File: src/battery_level_classifier_assert.svh
// ----------------------------------------------------------------------------
// battery_level_classifier assertion macros
// Clocked assertion shorthands, disabled while reset is asserted.
// ----------------------------------------------------------------------------
`ifndef BATTERY_LEVEL_CLASSIFIER_ASSERT_SVH
`define BATTERY_LEVEL_CLASSIFIER_ASSERT_SVH

// Same-cycle implication.
`define BLC_ASSERT_NOW(label, ante, cons, msg) \
    label: assert property (@(posedge i_clk) disable iff (!i_rst_n) (ante) |-> (cons)) \
        else $error(msg);

// Next-cycle implication.
`define BLC_ASSERT_NEXT(label, ante, cons, msg) \
    label: assert property (@(posedge i_clk) disable iff (!i_rst_n) (ante) |=> (cons)) \
        else $error(msg);

`endif

File: src/blc_pkg.sv
// ----------------------------------------------------------------------------
// blc_pkg
// Widths, register indexes, level codes and grading functions of the
// battery level classifier.
// ----------------------------------------------------------------------------
package blc_pkg;

    localparam int SAMPLE_BITS   = 10;
    localparam int LIMIT_BITS    = 10;
    localparam int LEVEL_BITS    = 4;
    localparam int WINDOW        = 5;
    localparam int REPORT_PERIOD = 10;
    localparam int SLOT_BITS     = (WINDOW > 1) ? $clog2(WINDOW) : 1;
    localparam int COUNT_BITS    = $clog2(REPORT_PERIOD + 1);
    localparam int SUM_BITS      = ((SAMPLE_BITS > LIMIT_BITS) ? SAMPLE_BITS : LIMIT_BITS)
                                   + $clog2(WINDOW + 1);
    localparam int CFG_IDX_BITS  = 3;

    typedef logic signed [LEVEL_BITS-1:0] t_level;
    typedef logic [LIMIT_BITS-1:0]        t_limit;
    typedef logic [SUM_BITS-1:0]          t_sum;
    typedef logic [CFG_IDX_BITS-1:0]      t_cfg_idx;

    // Register indexes
    localparam t_cfg_idx CFG_START_L0 = 3'd0;
    localparam t_cfg_idx CFG_START_L1 = 3'd1;
    localparam t_cfg_idx CFG_RUN_L0   = 3'd2;
    localparam t_cfg_idx CFG_L2       = 3'd3;
    localparam t_cfg_idx CFG_L3       = 3'd4;
    localparam t_cfg_idx CFG_L4       = 3'd5;

    // Reset values of the thresholds
    localparam t_limit RST_START_L0 = 10'd834;
    localparam t_limit RST_START_L1 = 10'd850;
    localparam t_limit RST_RUN_L0   = 10'd838;
    localparam t_limit RST_L2       = 10'd874;
    localparam t_limit RST_L3       = 10'd900;
    localparam t_limit RST_L4       = 10'd924;

    // Level codes
    localparam t_level LEVEL_UNKNOWN = -4'sd1;
    localparam t_level LEVEL0        = 4'sd0;
    localparam t_level LEVEL1        = 4'sd1;
    localparam t_level LEVEL2        = 4'sd2;
    localparam t_level LEVEL3        = 4'sd3;
    localparam t_level LEVEL4        = 4'sd4;
    localparam t_level LEVEL5        = 4'sd5;

    typedef struct packed {
        t_limit start_l0;
        t_limit start_l1;
        t_limit run_l0;
        t_limit l2;
        t_limit l3;
        t_limit l4;
    } t_limits;

    typedef struct packed {
        t_level level;
        logic   changed;
    } t_result;

    // avg < limit is the same as sum < limit * WINDOW for a truncated average
    function automatic t_sum scale_limit(input t_limit l);
        return SUM_BITS'(l) * SUM_BITS'(WINDOW);
    endfunction

    function automatic t_level grade_tail(input t_sum v, input t_sum l2,
                                          input t_sum l3, input t_sum l4);
        t_level lv;
        if (v < l2) begin
            lv = LEVEL2;
        end else if (v < l3) begin
            lv = LEVEL3;
        end else if (v < l4) begin
            lv = LEVEL4;
        end else begin
            lv = LEVEL5;
        end
        return lv;
    endfunction

    function automatic t_level grade_start(input logic [SAMPLE_BITS-1:0] s,
                                           input t_limits lim);
        t_sum   v;
        t_level lv;
        v = SUM_BITS'(s);
        if (v < SUM_BITS'(lim.start_l0)) begin
            lv = LEVEL0;
        end else if (v < SUM_BITS'(lim.start_l1)) begin
            lv = LEVEL1;
        end else begin
            lv = grade_tail(v, SUM_BITS'(lim.l2), SUM_BITS'(lim.l3), SUM_BITS'(lim.l4));
        end
        return lv;
    endfunction

    function automatic t_level grade_run(input t_sum sum, input t_limits lim);
        t_level lv;
        if (sum < scale_limit(lim.run_l0)) begin
            lv = LEVEL0;
        end else begin
            lv = grade_tail(sum, scale_limit(lim.l2), scale_limit(lim.l3),
                            scale_limit(lim.l4));
        end
        return lv;
    endfunction

endpackage

File: src/blc_channels.sv
// ----------------------------------------------------------------------------
// blc channels
// Valid/ready channels of the battery level classifier: samples in,
// results out, threshold register writes.
// ----------------------------------------------------------------------------
interface blc_sample_if;
    logic                             valid;
    logic                             ready;
    logic [blc_pkg::SAMPLE_BITS-1:0]  sample;

    modport source (output valid, output sample, input ready);
    modport sink   (input valid, input sample, output ready);
endinterface

interface blc_result_if;
    logic            valid;
    logic            ready;
    blc_pkg::t_level level;
    logic            changed;

    modport source (output valid, output level, output changed, input ready);
    modport sink   (input valid, input level, input changed, output ready);
endinterface

interface blc_cfg_if;
    logic              valid;
    logic              ready;
    blc_pkg::t_cfg_idx index;
    blc_pkg::t_limit   data;

    modport source (output valid, output index, output data, input ready);
    modport sink   (input valid, input index, input data, output ready);
endinterface

File: src/blc_cfg_regs.sv
// ----------------------------------------------------------------------------
// blc_cfg_regs
// Threshold register bank; writes to unknown indexes are dropped.
// ----------------------------------------------------------------------------
module blc_cfg_regs (
    input  logic             i_clk,
    input  logic             i_rst_n,
    blc_cfg_if.sink          i_cfg_ch,
    output blc_pkg::t_limits o_limits
);

    blc_pkg::t_limits r_limits;

    assign i_cfg_ch.ready = 1'b1;
    assign o_limits       = r_limits;

    always_ff @(posedge i_clk) begin
        if (!i_rst_n) begin
            r_limits.start_l0 <= blc_pkg::RST_START_L0;
            r_limits.start_l1 <= blc_pkg::RST_START_L1;
            r_limits.run_l0   <= blc_pkg::RST_RUN_L0;
            r_limits.l2       <= blc_pkg::RST_L2;
            r_limits.l3       <= blc_pkg::RST_L3;
            r_limits.l4       <= blc_pkg::RST_L4;
        end else if (i_cfg_ch.valid) begin
            case (i_cfg_ch.index)
                blc_pkg::CFG_START_L0: r_limits.start_l0 <= i_cfg_ch.data;
                blc_pkg::CFG_START_L1: r_limits.start_l1 <= i_cfg_ch.data;
                blc_pkg::CFG_RUN_L0:   r_limits.run_l0   <= i_cfg_ch.data;
                blc_pkg::CFG_L2:       r_limits.l2       <= i_cfg_ch.data;
                blc_pkg::CFG_L3:       r_limits.l3       <= i_cfg_ch.data;
                blc_pkg::CFG_L4:       r_limits.l4       <= i_cfg_ch.data;
                default: ;
            endcase
        end
    end

endmodule

File: src/blc_window.sv
// ----------------------------------------------------------------------------
// blc_window
// Sample ring, grading period counter and held level. Computes the result
// of one sample and commits the state on a step.
// ----------------------------------------------------------------------------
module blc_window (
    input  logic                            i_clk,
    input  logic                            i_rst_n,
    input  logic                            i_step,
    input  logic [blc_pkg::SAMPLE_BITS-1:0] i_sample,
    input  blc_pkg::t_limits                i_limits,
    output blc_pkg::t_result                o_result
);

    logic [blc_pkg::SAMPLE_BITS-1:0] r_store [blc_pkg::WINDOW];
    logic [blc_pkg::SLOT_BITS-1:0]   r_slot;
    logic [blc_pkg::SLOT_BITS-1:0]   n_slot;
    logic [blc_pkg::COUNT_BITS-1:0]  r_count;
    logic [blc_pkg::COUNT_BITS-1:0]  n_count;
    blc_pkg::t_level                 r_held;
    blc_pkg::t_level                 n_held;
    logic                            n_changed;
    logic                            w_known;
    logic                            w_period_hit;
    blc_pkg::t_sum                   w_sum;
    blc_pkg::t_level                 w_run_level;

    assign w_known = (r_held != blc_pkg::LEVEL_UNKNOWN);

    // Ring sum with the incoming sample already in its slot
    always_comb begin
        w_sum = '0;
        for (int i = 0; i < blc_pkg::WINDOW; i++) begin
            if (blc_pkg::SLOT_BITS'(i) == r_slot) begin
                w_sum = w_sum + blc_pkg::SUM_BITS'(i_sample);
            end else begin
                w_sum = w_sum + blc_pkg::SUM_BITS'(r_store[i]);
            end
        end
    end

    assign w_run_level  = blc_pkg::grade_run(w_sum, i_limits);
    assign n_count      = r_count + 1'b1;
    assign w_period_hit = (n_count >= blc_pkg::COUNT_BITS'(blc_pkg::REPORT_PERIOD));
    assign n_slot       = (r_slot == blc_pkg::SLOT_BITS'(blc_pkg::WINDOW - 1))
                          ? '0 : r_slot + 1'b1;

    always_comb begin
        n_held    = r_held;
        n_changed = 1'b0;
        if (!w_known) begin
            n_held = blc_pkg::grade_start(i_sample, i_limits);
        end else if (w_period_hit) begin
            n_held    = w_run_level;
            n_changed = (w_run_level != r_held);
        end
    end

    assign o_result.level   = n_held;
    assign o_result.changed = n_changed;

    always_ff @(posedge i_clk) begin
        if (!i_rst_n) begin
            for (int i = 0; i < blc_pkg::WINDOW; i++) begin
                r_store[i] <= '0;
            end
            r_slot  <= '0;
            r_count <= '0;
            r_held  <= blc_pkg::LEVEL_UNKNOWN;
        end else if (i_step) begin
            r_held <= n_held;
            // the first sample only sets the level
            if (w_known) begin
                for (int i = 0; i < blc_pkg::WINDOW; i++) begin
                    if (blc_pkg::SLOT_BITS'(i) == r_slot) begin
                        r_store[i] <= i_sample;
                    end
                end
                r_slot  <= n_slot;
                r_count <= w_period_hit ? '0 : n_count;
            end
        end
    end

endmodule

File: src/battery_level_classifier.sv
// Pipeline: the input register takes the sample on its transfer; the result
// register takes its grade when it frees up, so a result-side stall can delay it.
// Throughput: one sample per cycle while the result side is ready; the grading
// logic between the two registers is combinational.
// Reset (i_rst_n low, synchronous): level unknown, ring and counters cleared,
// thresholds back to their defaults, both pipeline registers empty.
// ----------------------------------------------------------------------------
// battery_level_classifier
// Grades battery ADC samples into a level from 0 to 5 and flags a change of
// level at each periodic grading.
// ----------------------------------------------------------------------------
`include "battery_level_classifier_assert.svh"

module battery_level_classifier (
    input  logic         i_clk,
    input  logic         i_rst_n,
    blc_sample_if.sink   i_sample_ch,
    blc_result_if.source o_result_ch,
    blc_cfg_if.sink      i_cfg_ch
);

    blc_pkg::t_limits                w_limits;
    blc_pkg::t_result                w_result;
    logic                            r_in_valid;
    logic [blc_pkg::SAMPLE_BITS-1:0] r_in_sample;
    logic                            r_out_valid;
    blc_pkg::t_result                r_out;
    logic                            w_advance;
    logic                            w_in_xfer;

    blc_cfg_regs u_cfg_regs (
        .i_clk    (i_clk),
        .i_rst_n  (i_rst_n),
        .i_cfg_ch (i_cfg_ch),
        .o_limits (w_limits)
    );

    blc_window u_window (
        .i_clk    (i_clk),
        .i_rst_n  (i_rst_n),
        .i_step   (w_advance),
        .i_sample (r_in_sample),
        .i_limits (w_limits),
        .o_result (w_result)
    );

    // Move the held sample into the result register when that slot frees up
    assign w_advance         = r_in_valid && (!r_out_valid || o_result_ch.ready);
    assign i_sample_ch.ready = !r_in_valid || !r_out_valid || o_result_ch.ready;
    assign w_in_xfer         = i_sample_ch.valid && i_sample_ch.ready;

    always_ff @(posedge i_clk) begin
        if (!i_rst_n) begin
            r_in_valid <= 1'b0;
        end else if (w_in_xfer) begin
            r_in_valid <= 1'b1;
        end else if (w_advance) begin
            r_in_valid <= 1'b0;
        end
    end

    always_ff @(posedge i_clk) begin
        if (w_in_xfer) begin
            r_in_sample <= i_sample_ch.sample;
        end
    end

    always_ff @(posedge i_clk) begin
        if (!i_rst_n) begin
            r_out_valid <= 1'b0;
        end else if (w_advance) begin
            r_out_valid <= 1'b1;
        end else if (o_result_ch.ready) begin
            r_out_valid <= 1'b0;
        end
    end

    always_ff @(posedge i_clk) begin
        if (w_advance) begin
            r_out <= w_result;
        end
    end

    assign o_result_ch.valid   = r_out_valid;
    assign o_result_ch.level   = r_out.level;
    assign o_result_ch.changed = r_out.changed;

    `BLC_ASSERT_NOW(a_step_level_known, w_advance,
        w_result.level != blc_pkg::LEVEL_UNKNOWN, "graded level is unknown")
    `BLC_ASSERT_NOW(a_change_is_run_level, o_result_ch.valid && o_result_ch.changed,
        o_result_ch.level != blc_pkg::LEVEL1 && o_result_ch.level != blc_pkg::LEVEL_UNKNOWN,
        "flagged change carries a level the periodic grading cannot give")
    `BLC_ASSERT_NEXT(a_in_hold, r_in_valid && !w_advance,
        r_in_valid && $stable(r_in_sample), "blocked input register lost its sample")
    `BLC_ASSERT_NOW(a_full_blocks_input, r_in_valid && r_out_valid && !o_result_ch.ready,
        !i_sample_ch.ready, "input taken while both registers are full and stalled")

endmodule

File: src/flat_wrapper.sv
// flat-port wrapper written by rule: the top's interface ports become plain ports
module battery_level_classifier_flat 
  (i_clk, i_rst_n, i_sample_ch_valid, i_sample_ch_sample, i_sample_ch_ready, o_result_ch_valid, o_result_ch_level, o_result_ch_changed, o_result_ch_ready, i_cfg_ch_valid, i_cfg_ch_index, i_cfg_ch_data, i_cfg_ch_ready);
  blc_sample_if i_sample_ch_i ();
  blc_result_if o_result_ch_i ();
  blc_cfg_if i_cfg_ch_i ();
  input  logic i_clk;
  input  logic i_rst_n;
  input wire logic [$bits(i_sample_ch_i.valid)-1:0] i_sample_ch_valid;
  input wire logic [$bits(i_sample_ch_i.sample)-1:0] i_sample_ch_sample;
  output wire logic [$bits(i_sample_ch_i.ready)-1:0] i_sample_ch_ready;
  output wire logic [$bits(o_result_ch_i.valid)-1:0] o_result_ch_valid;
  output wire logic [$bits(o_result_ch_i.level)-1:0] o_result_ch_level;
  output wire logic [$bits(o_result_ch_i.changed)-1:0] o_result_ch_changed;
  input wire logic [$bits(o_result_ch_i.ready)-1:0] o_result_ch_ready;
  input wire logic [$bits(i_cfg_ch_i.valid)-1:0] i_cfg_ch_valid;
  input wire logic [$bits(i_cfg_ch_i.index)-1:0] i_cfg_ch_index;
  input wire logic [$bits(i_cfg_ch_i.data)-1:0] i_cfg_ch_data;
  output wire logic [$bits(i_cfg_ch_i.ready)-1:0] i_cfg_ch_ready;
  assign i_sample_ch_i.valid = i_sample_ch_valid;
  assign i_sample_ch_i.sample = i_sample_ch_sample;
  assign i_sample_ch_ready = i_sample_ch_i.ready;
  assign o_result_ch_valid = o_result_ch_i.valid;
  assign o_result_ch_level = o_result_ch_i.level;
  assign o_result_ch_changed = o_result_ch_i.changed;
  assign o_result_ch_i.ready = o_result_ch_ready;
  assign i_cfg_ch_i.valid = i_cfg_ch_valid;
  assign i_cfg_ch_i.index = i_cfg_ch_index;
  assign i_cfg_ch_i.data = i_cfg_ch_data;
  assign i_cfg_ch_ready = i_cfg_ch_i.ready;
  battery_level_classifier u_core (.i_clk(i_clk), .i_rst_n(i_rst_n), .i_sample_ch(i_sample_ch_i), .o_result_ch(o_result_ch_i), .i_cfg_ch(i_cfg_ch_i));
endmodule
File: config.mk
export PLATFORM = sky130hd
export DESIGN_NAME = battery_level_classifier_flat
export DESIGN_NICKNAME = d
export VERILOG_FILES = /design/src/blc_pkg.sv /design/src/blc_channels.sv /design/src/blc_cfg_regs.sv /design/src/blc_window.sv /design/src/battery_level_classifier.sv /design/src/flat_wrapper.sv
export VERILOG_INCLUDE_DIRS = /design/src /design/src/src
export SDC_FILE = /design/constraint.sdc
export NUM_CORES = 1
export LEC_CHECK = 0
export BUFFER_PORTS_ARGS = -buffer_cell sky130_fd_sc_hd__clkbuf_2
export CORE_MARGIN = 2
export CORE_UTILIZATION = 60
export DETAILED_ROUTE_END_ITERATION = 12
export PLACE_DENSITY = 0.86
export SETUP_SLACK_MARGIN = 0.5
export SLEW_MARGIN = 5
export SYNTH_ARGS = -nofsm -noshare
export SYNTH_HDL_FRONTEND = slang
export SYNTH_SLANG_ARGS = --single-unit
File: constraint.sdc
create_clock -name i_clk -period 12.05 [get_ports i_clk]
set_clock_uncertainty 0.1 [all_clocks]
set_input_delay 1.205 -clock i_clk [delete_from_list [all_inputs] [get_ports i_clk]]
set_output_delay 1.205 -clock i_clk [all_outputs]
set_load 0.005 [all_outputs]
After elaboration in Yosys (flattened, before gate mapping) --
Memory sizes are Yosys's and may differ from the RTL's. Index checks and enable logic that the tools add are counted.
Cells by class: add/subtract/negate cells 10, multipliers 4, magnitude comparators 10, eq/ne operators 12, multiplexer cells 53, bitwise operators 5, reduce and logical (&&, ||, !) cells 19
Operators with widths (number):
- 13-bit by 10-bit adder with 13-bit output | 8
- 10-bit two-way mux | 6
- 13-bit < comparator | 4
- 10-bit by 3-bit multiplier with 13-bit output (second input constant) | 4
- 13-bit two-way mux | 4
- 10-bit < comparator | 5
- 1-bit two-way mux | 32
- 3-bit two-way mux | 8
- 2-bit AND reduction | 8
- 4-bit two-way mux | 3
- 3-bit == test (second input constant) | 3
- 2-bit by 3-bit == test with 1-bit output (first input constant) | 2
- 3-bit by 2-bit == test with 1-bit output (second input constant) | 2
- 3-bit zero test | 2
- 1-bit OR | 5
- 4-bit by 1-bit adder with 4-bit output (second input constant) | 1
- 4-bit >= comparator (second input constant) | 1
- 4-bit by 1-bit inequality test with 1-bit output (second input constant) | 1
- 4-bit inequality test | 1
- 2-bit nonzero test | 2
- 3-bit by 1-bit adder with 3-bit output (second input constant) | 1
- 1-bit by 3-bit == test with 1-bit output (first input constant) | 1
- 3-bit by 1-bit == test with 1-bit output (second input constant) | 1
- 3-bit == test (first input constant) | 1
- 3 further kinds | 7
Word-level totals: flip-flop bits (word level) 88, bits in writable memories 50, input bits 28, output and inout bits 8, memories 1
Memories:
- u_core.u_window.r_store | depth 5, width 10, rd ports 5, clocked after memory_dff 0, wr ports 5, line blc_window.sv:15 | logic [blc_pkg::SAMPLE_BITS-1:0] r_store [blc_pkg::WINDOW];

Longest topological paths before layout --
depth in word-level cells 17, depth in mapped cells 38, gate-level depth less buffers 38

Cells and area by module --
A second synthesis with hierarchy kept.
Second synthesis, totals: cell total of the unflattened synthesis 1186, area, all modules 11573.6 um^2
Modules (own cells, without submodules):
- blc_window | times used 1, cells an instance 936, area each 8633.3 um^2, sequential area each 1721.7 um^2
- blc_cfg_regs | times used 1, cells an instance 226, area each 2386.0 um^2, sequential area each 1201.2 um^2
- battery_level_classifier | times used 1, cells an instance 24, area each 554.3 um^2, sequential area each 490.5 um^2

Worst setup path before layout --
No wires, ideal clock.
kind reg2reg, from reg u_core.u_window.r_slot[0] (netlist name), to reg u_core.r_out (netlist bit u_core.o_result_ch.changed) (data pin), library setup time 261 ps, arrival time 7048 ps, required time 11689 ps, slack 4641 ps, stages on the path, launching flop included 35, path buffers 1, clock period less this slack 7409 ps, path through dfxtp_1 inv_1 ha_1 nand2_1 clkbuf_1 mux2_2 fa_1 a21oi_1 nor2_1 nor2_1 xnor2_1 ha_1 o21a_1 o31a_1 o21a_1 or2_2 xor2_1 ha_1 a21boi_1 o21ai_0 nand2b_1 xor2_1 ha_1 xnor2_1 ha_1 a2111o_1 a2111oi_0 nor2_1 nand3_1 o21ai_0 a41oi_2 a31o_1 a31oi_2 xnor2_1 o311a_1
Between the ends: cells in the longest elaborated chain, start to end 16, elaborated cells between the ends (all ways) 27, classes of those cells add/sub: 8; order compare: 4; eq/ne: 5; mux: 9; reduce/logical: 1
RTL lines:
- from (decl) | line blc_window.sv:16 | logic [blc_pkg::SLOT_BITS-1:0] r_slot;
- from (signal assigned) | line blc_window.sv:79 | r_slot <= n_slot;
- 3-bit zero test | line blc_window.sv:34 | if (blc_pkg::SLOT_BITS'(i) == r_slot) begin
- 10-bit two-way mux | line blc_window.sv:34
- 13-bit by 10-bit adder with 13-bit output (on tied branches) | line blc_window.sv:37, blc_window.sv:35
- 13-bit two-way mux | line blc_window.sv:34
- 13-bit by 10-bit adder with 13-bit output (on tied branches) | line blc_window.sv:37, blc_window.sv:35
- 13-bit two-way mux | line blc_window.sv:34
- 13-bit by 10-bit adder with 13-bit output (on tied branches) | line blc_window.sv:37, blc_window.sv:35
- 13-bit two-way mux | line blc_window.sv:34
- 13-bit by 10-bit adder with 13-bit output (on tied branches) | line blc_window.sv:37, blc_window.sv:35
- 13-bit two-way mux * | line blc_window.sv:34
- 13-bit < comparator | line blc_pkg.sv:75 | end else if (v < l4) begin
- 1-bit two-way mux | line blc_pkg.sv:75
- 3-bit two-way mux | line blc_pkg.sv:73 | end else if (v < l3) begin
- 3-bit two-way mux | line blc_pkg.sv:71 | if (v < l2) begin
- 3-bit two-way mux * | line blc_pkg.sv:100 | if (sum < scale_limit(lim.run_l0)) begin
- 4-bit inequality test * | line blc_window.sv:55 | n_changed = (w_run_level != r_held);
- to (signal assigned) | line battery_level_classifier.sv:80 | r_out <= w_result;
- to (decl) | line battery_level_classifier.sv:27 | blc_pkg::t_result r_out;
Mark *: on every way between the ends. The rest lies on a longest branch, timed or not. A chain may end at the register's enable or synchronous reset.

Worst setup path in the final report --
from reg u_core.u_window.r_slot[1] (netlist name), to reg u_core.r_out (netlist bit u_core.o_result_ch.changed) (data pin)
Same word-level chain as after synthesis.

==> results.toml <==
[power_and_ir_drop]
peakVddDrop_mv = 0.153
power_density_nw_per_um2 = 239
p_leak_nw = 5.49

[synthesis]
netlist.top_cell.by_area = "ha_1"
ys.flop_type = "dfxtp_1"
ys_top_cells_by_count = "ha_1, nand2_1, inv_1, a21oi_1, dfxtp_1"
syn_inst = 1189
netlist-cell-type-count = 69
async_flop_share_pct = 0
ys_ff_latch = 138
synth.area.top_cells = "ha_1, edfxtp_1, dfxtp_1, mux2_2, nand2_1"
syn_nets = 1429
avgSynthCellArea_um2 = 9.36
synth.most_common_cell = "ha_1"
yosys_warnings = 0
synth_edf_count = 65
syn-cell-area_um2 = 11100
seq_area_frac_synth_pct = 30.7
yosys.area.top_type_share_pct = 22.9

[detailed_routing]
avgViaCountPerCell = 6.19
routed-via-count = 9046
dr.pass1.iters = 11
drt_wl_total_um = 27400
final_antenna_net_count = 0
drc = 2
drtIter0Drc = 711
drt-wirelength-per-cell_um = 18.7

[floorplanning]
core-area_um2 = 18100
dieArea_um2 = 19600
die_y_um = 140
rows = 49
start_util_pct = 61.5
num_io_pins = 36
die_w_um = 140

[sta]
min_period_over_period_pct = 71.1
tightest_slew_ns = 0.939
rsz0062_at_grt = "false"
hold_viol_final = 0
fmax_mhz = 117
drv_slew = 0
max_slew_margin_pct = 37.4
setup_viol_count_final = 0
fin_crit_ns = 8.57
setup_tns_ns = 0

[final_layout]
area_growth_pct = 9.04
drive_gt1_share_pct = 11.0
n_antenna_cell = 0
nFillCells = 1295
nNetsFinal = 1459
final_cell_area_um2 = 12100

[worst_setup_path]
cp-endpoint = "u_core.o_result_ch.changed$_SDFFCE_PN0P_"
reg2reg_slack_ns = 3.48
cp-start-kind = "register"
r2r-start = "u_core.u_window.r_slot[1]$_SDFFE_PN0P_"
reg2regPathDepth = 32
slowest_stage = "a2111oi_0"
arrival_ns = 8.67
path_max_fanout = 12
endpoint_kind = "register"
cpPeakStageDelay_ns = 0.58
crit_top_cell = "ha_1"
worstReg2RegEnd = "u_core.o_result_ch.changed$_SDFFCE_PN0P_"
criticalPathCategory = "register to register"
crit_path_start = "u_core.u_window.r_slot[1]$_SDFFE_PN0P_"
worstPathRequired_ns = 12.15

[clocking]
cts_buffers = 17
cts_tree = "done"
h-tree-depth = 4
cts_resized = 0
cts-root-buf = "clkbuf_16"
clockBufferDepth = 2
clkTransAtPathRegs_ns = 0.07
hold_buffers = 0
clock-sinks = 138
post-cts-setup-buffers = 0
insertion_delay_ns = 0.44

[worst_hold_path]
min_from = "u_core.u_cfg_regs.o_limits[55]$_SDFFE_PN0P_"
hold_path.class = "register to register"

[placed_design]
placed_cell_area_um2 = 11500
io_buffers = 34
post-dp-hpwl_um = 20000
place.gp.congestion = 0.873

[global_route]
grt_max_degree = 80
overflow = 0
grt_usage_pct = 28.4
grt_pass1_vias = 8802
antenna_found_initial = 0
grt_pass1_wl_um = 44100

[job]
cap_violations = 0

[run_status]
violations = "DRC"
outcome = "finished, violations left"
==> worst max-delay path, delay by kind of cell (launching register included) <==
family          cells  cell delay [ns]
compound gates     13             3.13
flops               1             0.39
simple gates        5             0.98
mux                 1             0.40
xor+xnor            5             1.15
buf+inv             1             0.08
fa+ha+maj           7             2.10
==> metrics by stage <==
stage                     setup slack [ns]  instances  power (mW)  utilization (%)  hold slack, ns
after detailed placement              3.72       1429        2.27             63.7           0.361
after floorplan                       4.64       1189        1.88                -           0.343
after global routing                  3.05       1461        3.12             67.1           0.394
after global placement                4.05       1429        2.19             63.7           0.353
final                                 3.48       1461        2.90             67.1           0.367
after CTS                             3.60       1461        2.86             67.1           0.371
==> cell type report <==
| class | count | area (um2) | share of cell area [%] |
|---|---|---|---|
| Multi-Input combinational cell | 919 | 7210 | 59.5 |
| Sequential cell | 138 | 3410 | 28.1 |
| Clock buffer | 17 | 425 | 3.51 |
| Inverter | 103 | 387 | 3.19 |
| Tap cell | 229 | 287 | 2.36 |
| Timing Repair Buffer | 40 | 215 | 1.77 |
| Clock inverter | 15 | 191 | 1.58 |
==> report_power, final <==
group,total [mW],internal (mW),switching [mW]
combinational,1.82,0.754,1.06
sequential,0.533,0.513,0.0193
clock,0.549,0.300,0.249
==> metal layers <==
| metal | track usage (%) | wire (um) | vias up |
|---|---|---|---|
| met4 | 13.8 | 1100 | 0 |
| met3 | 6.77 | 2190 | 85 |
| met1 | 36.1 | 11600 | 4334 |
| met5 | 0 | 0 | - |
| met2 | 45.5 | 12500 | 321 |
| li1 | - | - | 4306 |
==> cell families after synthesis <==
logic type                 share of synthesized area (%)
and+or+nand+nor                                     12.5
AOI/OAI and AO/OA                                   17.6
adders and majority gates                           24.5
DFF                                                 30.7
buffers and inverters                               4.49
xor gates and xnor gates                            5.16
muxes                                               5.12
other                                             0.0337
==> placed cells by master (no fill, tap or decap), types with 4 or more instances in the layout <==
cell / netlist / final
a211oi_1: 6 / 6
a21boi_0: 31 / 31
a21o_1: 26 / 26
a21oi_1: 86 / 86
and2_1: 13 / 13
and3_1: 7 / 7
buf_4: 1 / 6
clkbuf_16: 0 / 17
clkbuf_2: 0 / 34
dfxtp_1: 73 / 73
edfxtp_1: 65 / 65
fa_1: 8 / 8
ha_1: 204 / 204
inv_1: 102 / 102
inv_8: 0 / 7
mux2_2: 47 / 47
mux2i_1: 4 / 4
nand2_1: 131 / 131
nand2b_1: 29 / 29
nand3_1: 26 / 26
nor2_1: 42 / 42
nor2b_1: 25 / 25
nor3_1: 10 / 10
o211ai_1: 29 / 29
o21a_1: 10 / 10
o21ai_0: 41 / 41
o21ai_1: 14 / 14
o21bai_1: 10 / 10
xnor2_1: 33 / 33
xor2_1: 27 / 27
==> flip-flops by register name (all words and copies together) (netlist names) <==
name	flops
u_core.r_in_sample	10
u_core.u_window.r_store	50
u_core.o_result_ch.changed	1
u_core.u_window.r_held	4
u_core.u_cfg_regs.o_limits	60
u_core.u_window.r_count	4
u_core.r_in_valid	1
u_core.o_result_ch.valid	1
u_core.u_window.r_slot	3
u_core.o_result_ch.level	4
==> worst min path at each step <==
| stage | end | slack, ns | depth (start not counted) |
|---|---|---|---|
| finish | u_core.u_cfg_regs.o_limits[55]$_SDFFE_PN0P_ | 0.37 | 2 |
| global placement | u_core.u_cfg_regs.o_limits[43]$_SDFFE_PN0P_ | 0.35 | 2 |
| detailed placement | u_core.u_cfg_regs.o_limits[52]$_SDFFE_PN0P_ | 0.36 | 2 |
| global route | u_core.u_cfg_regs.o_limits[53]$_SDFFE_PN0P_ | 0.39 | 2 |
| floorplan | u_core.u_cfg_regs.o_limits[52]$_SDFFE_PN0P_ | 0.34 | 2 |
| CTS | u_core.u_cfg_regs.o_limits[55]$_SDFFE_PN0P_ | 0.37 | 2 |
Power figures use the tool's default switching activity.
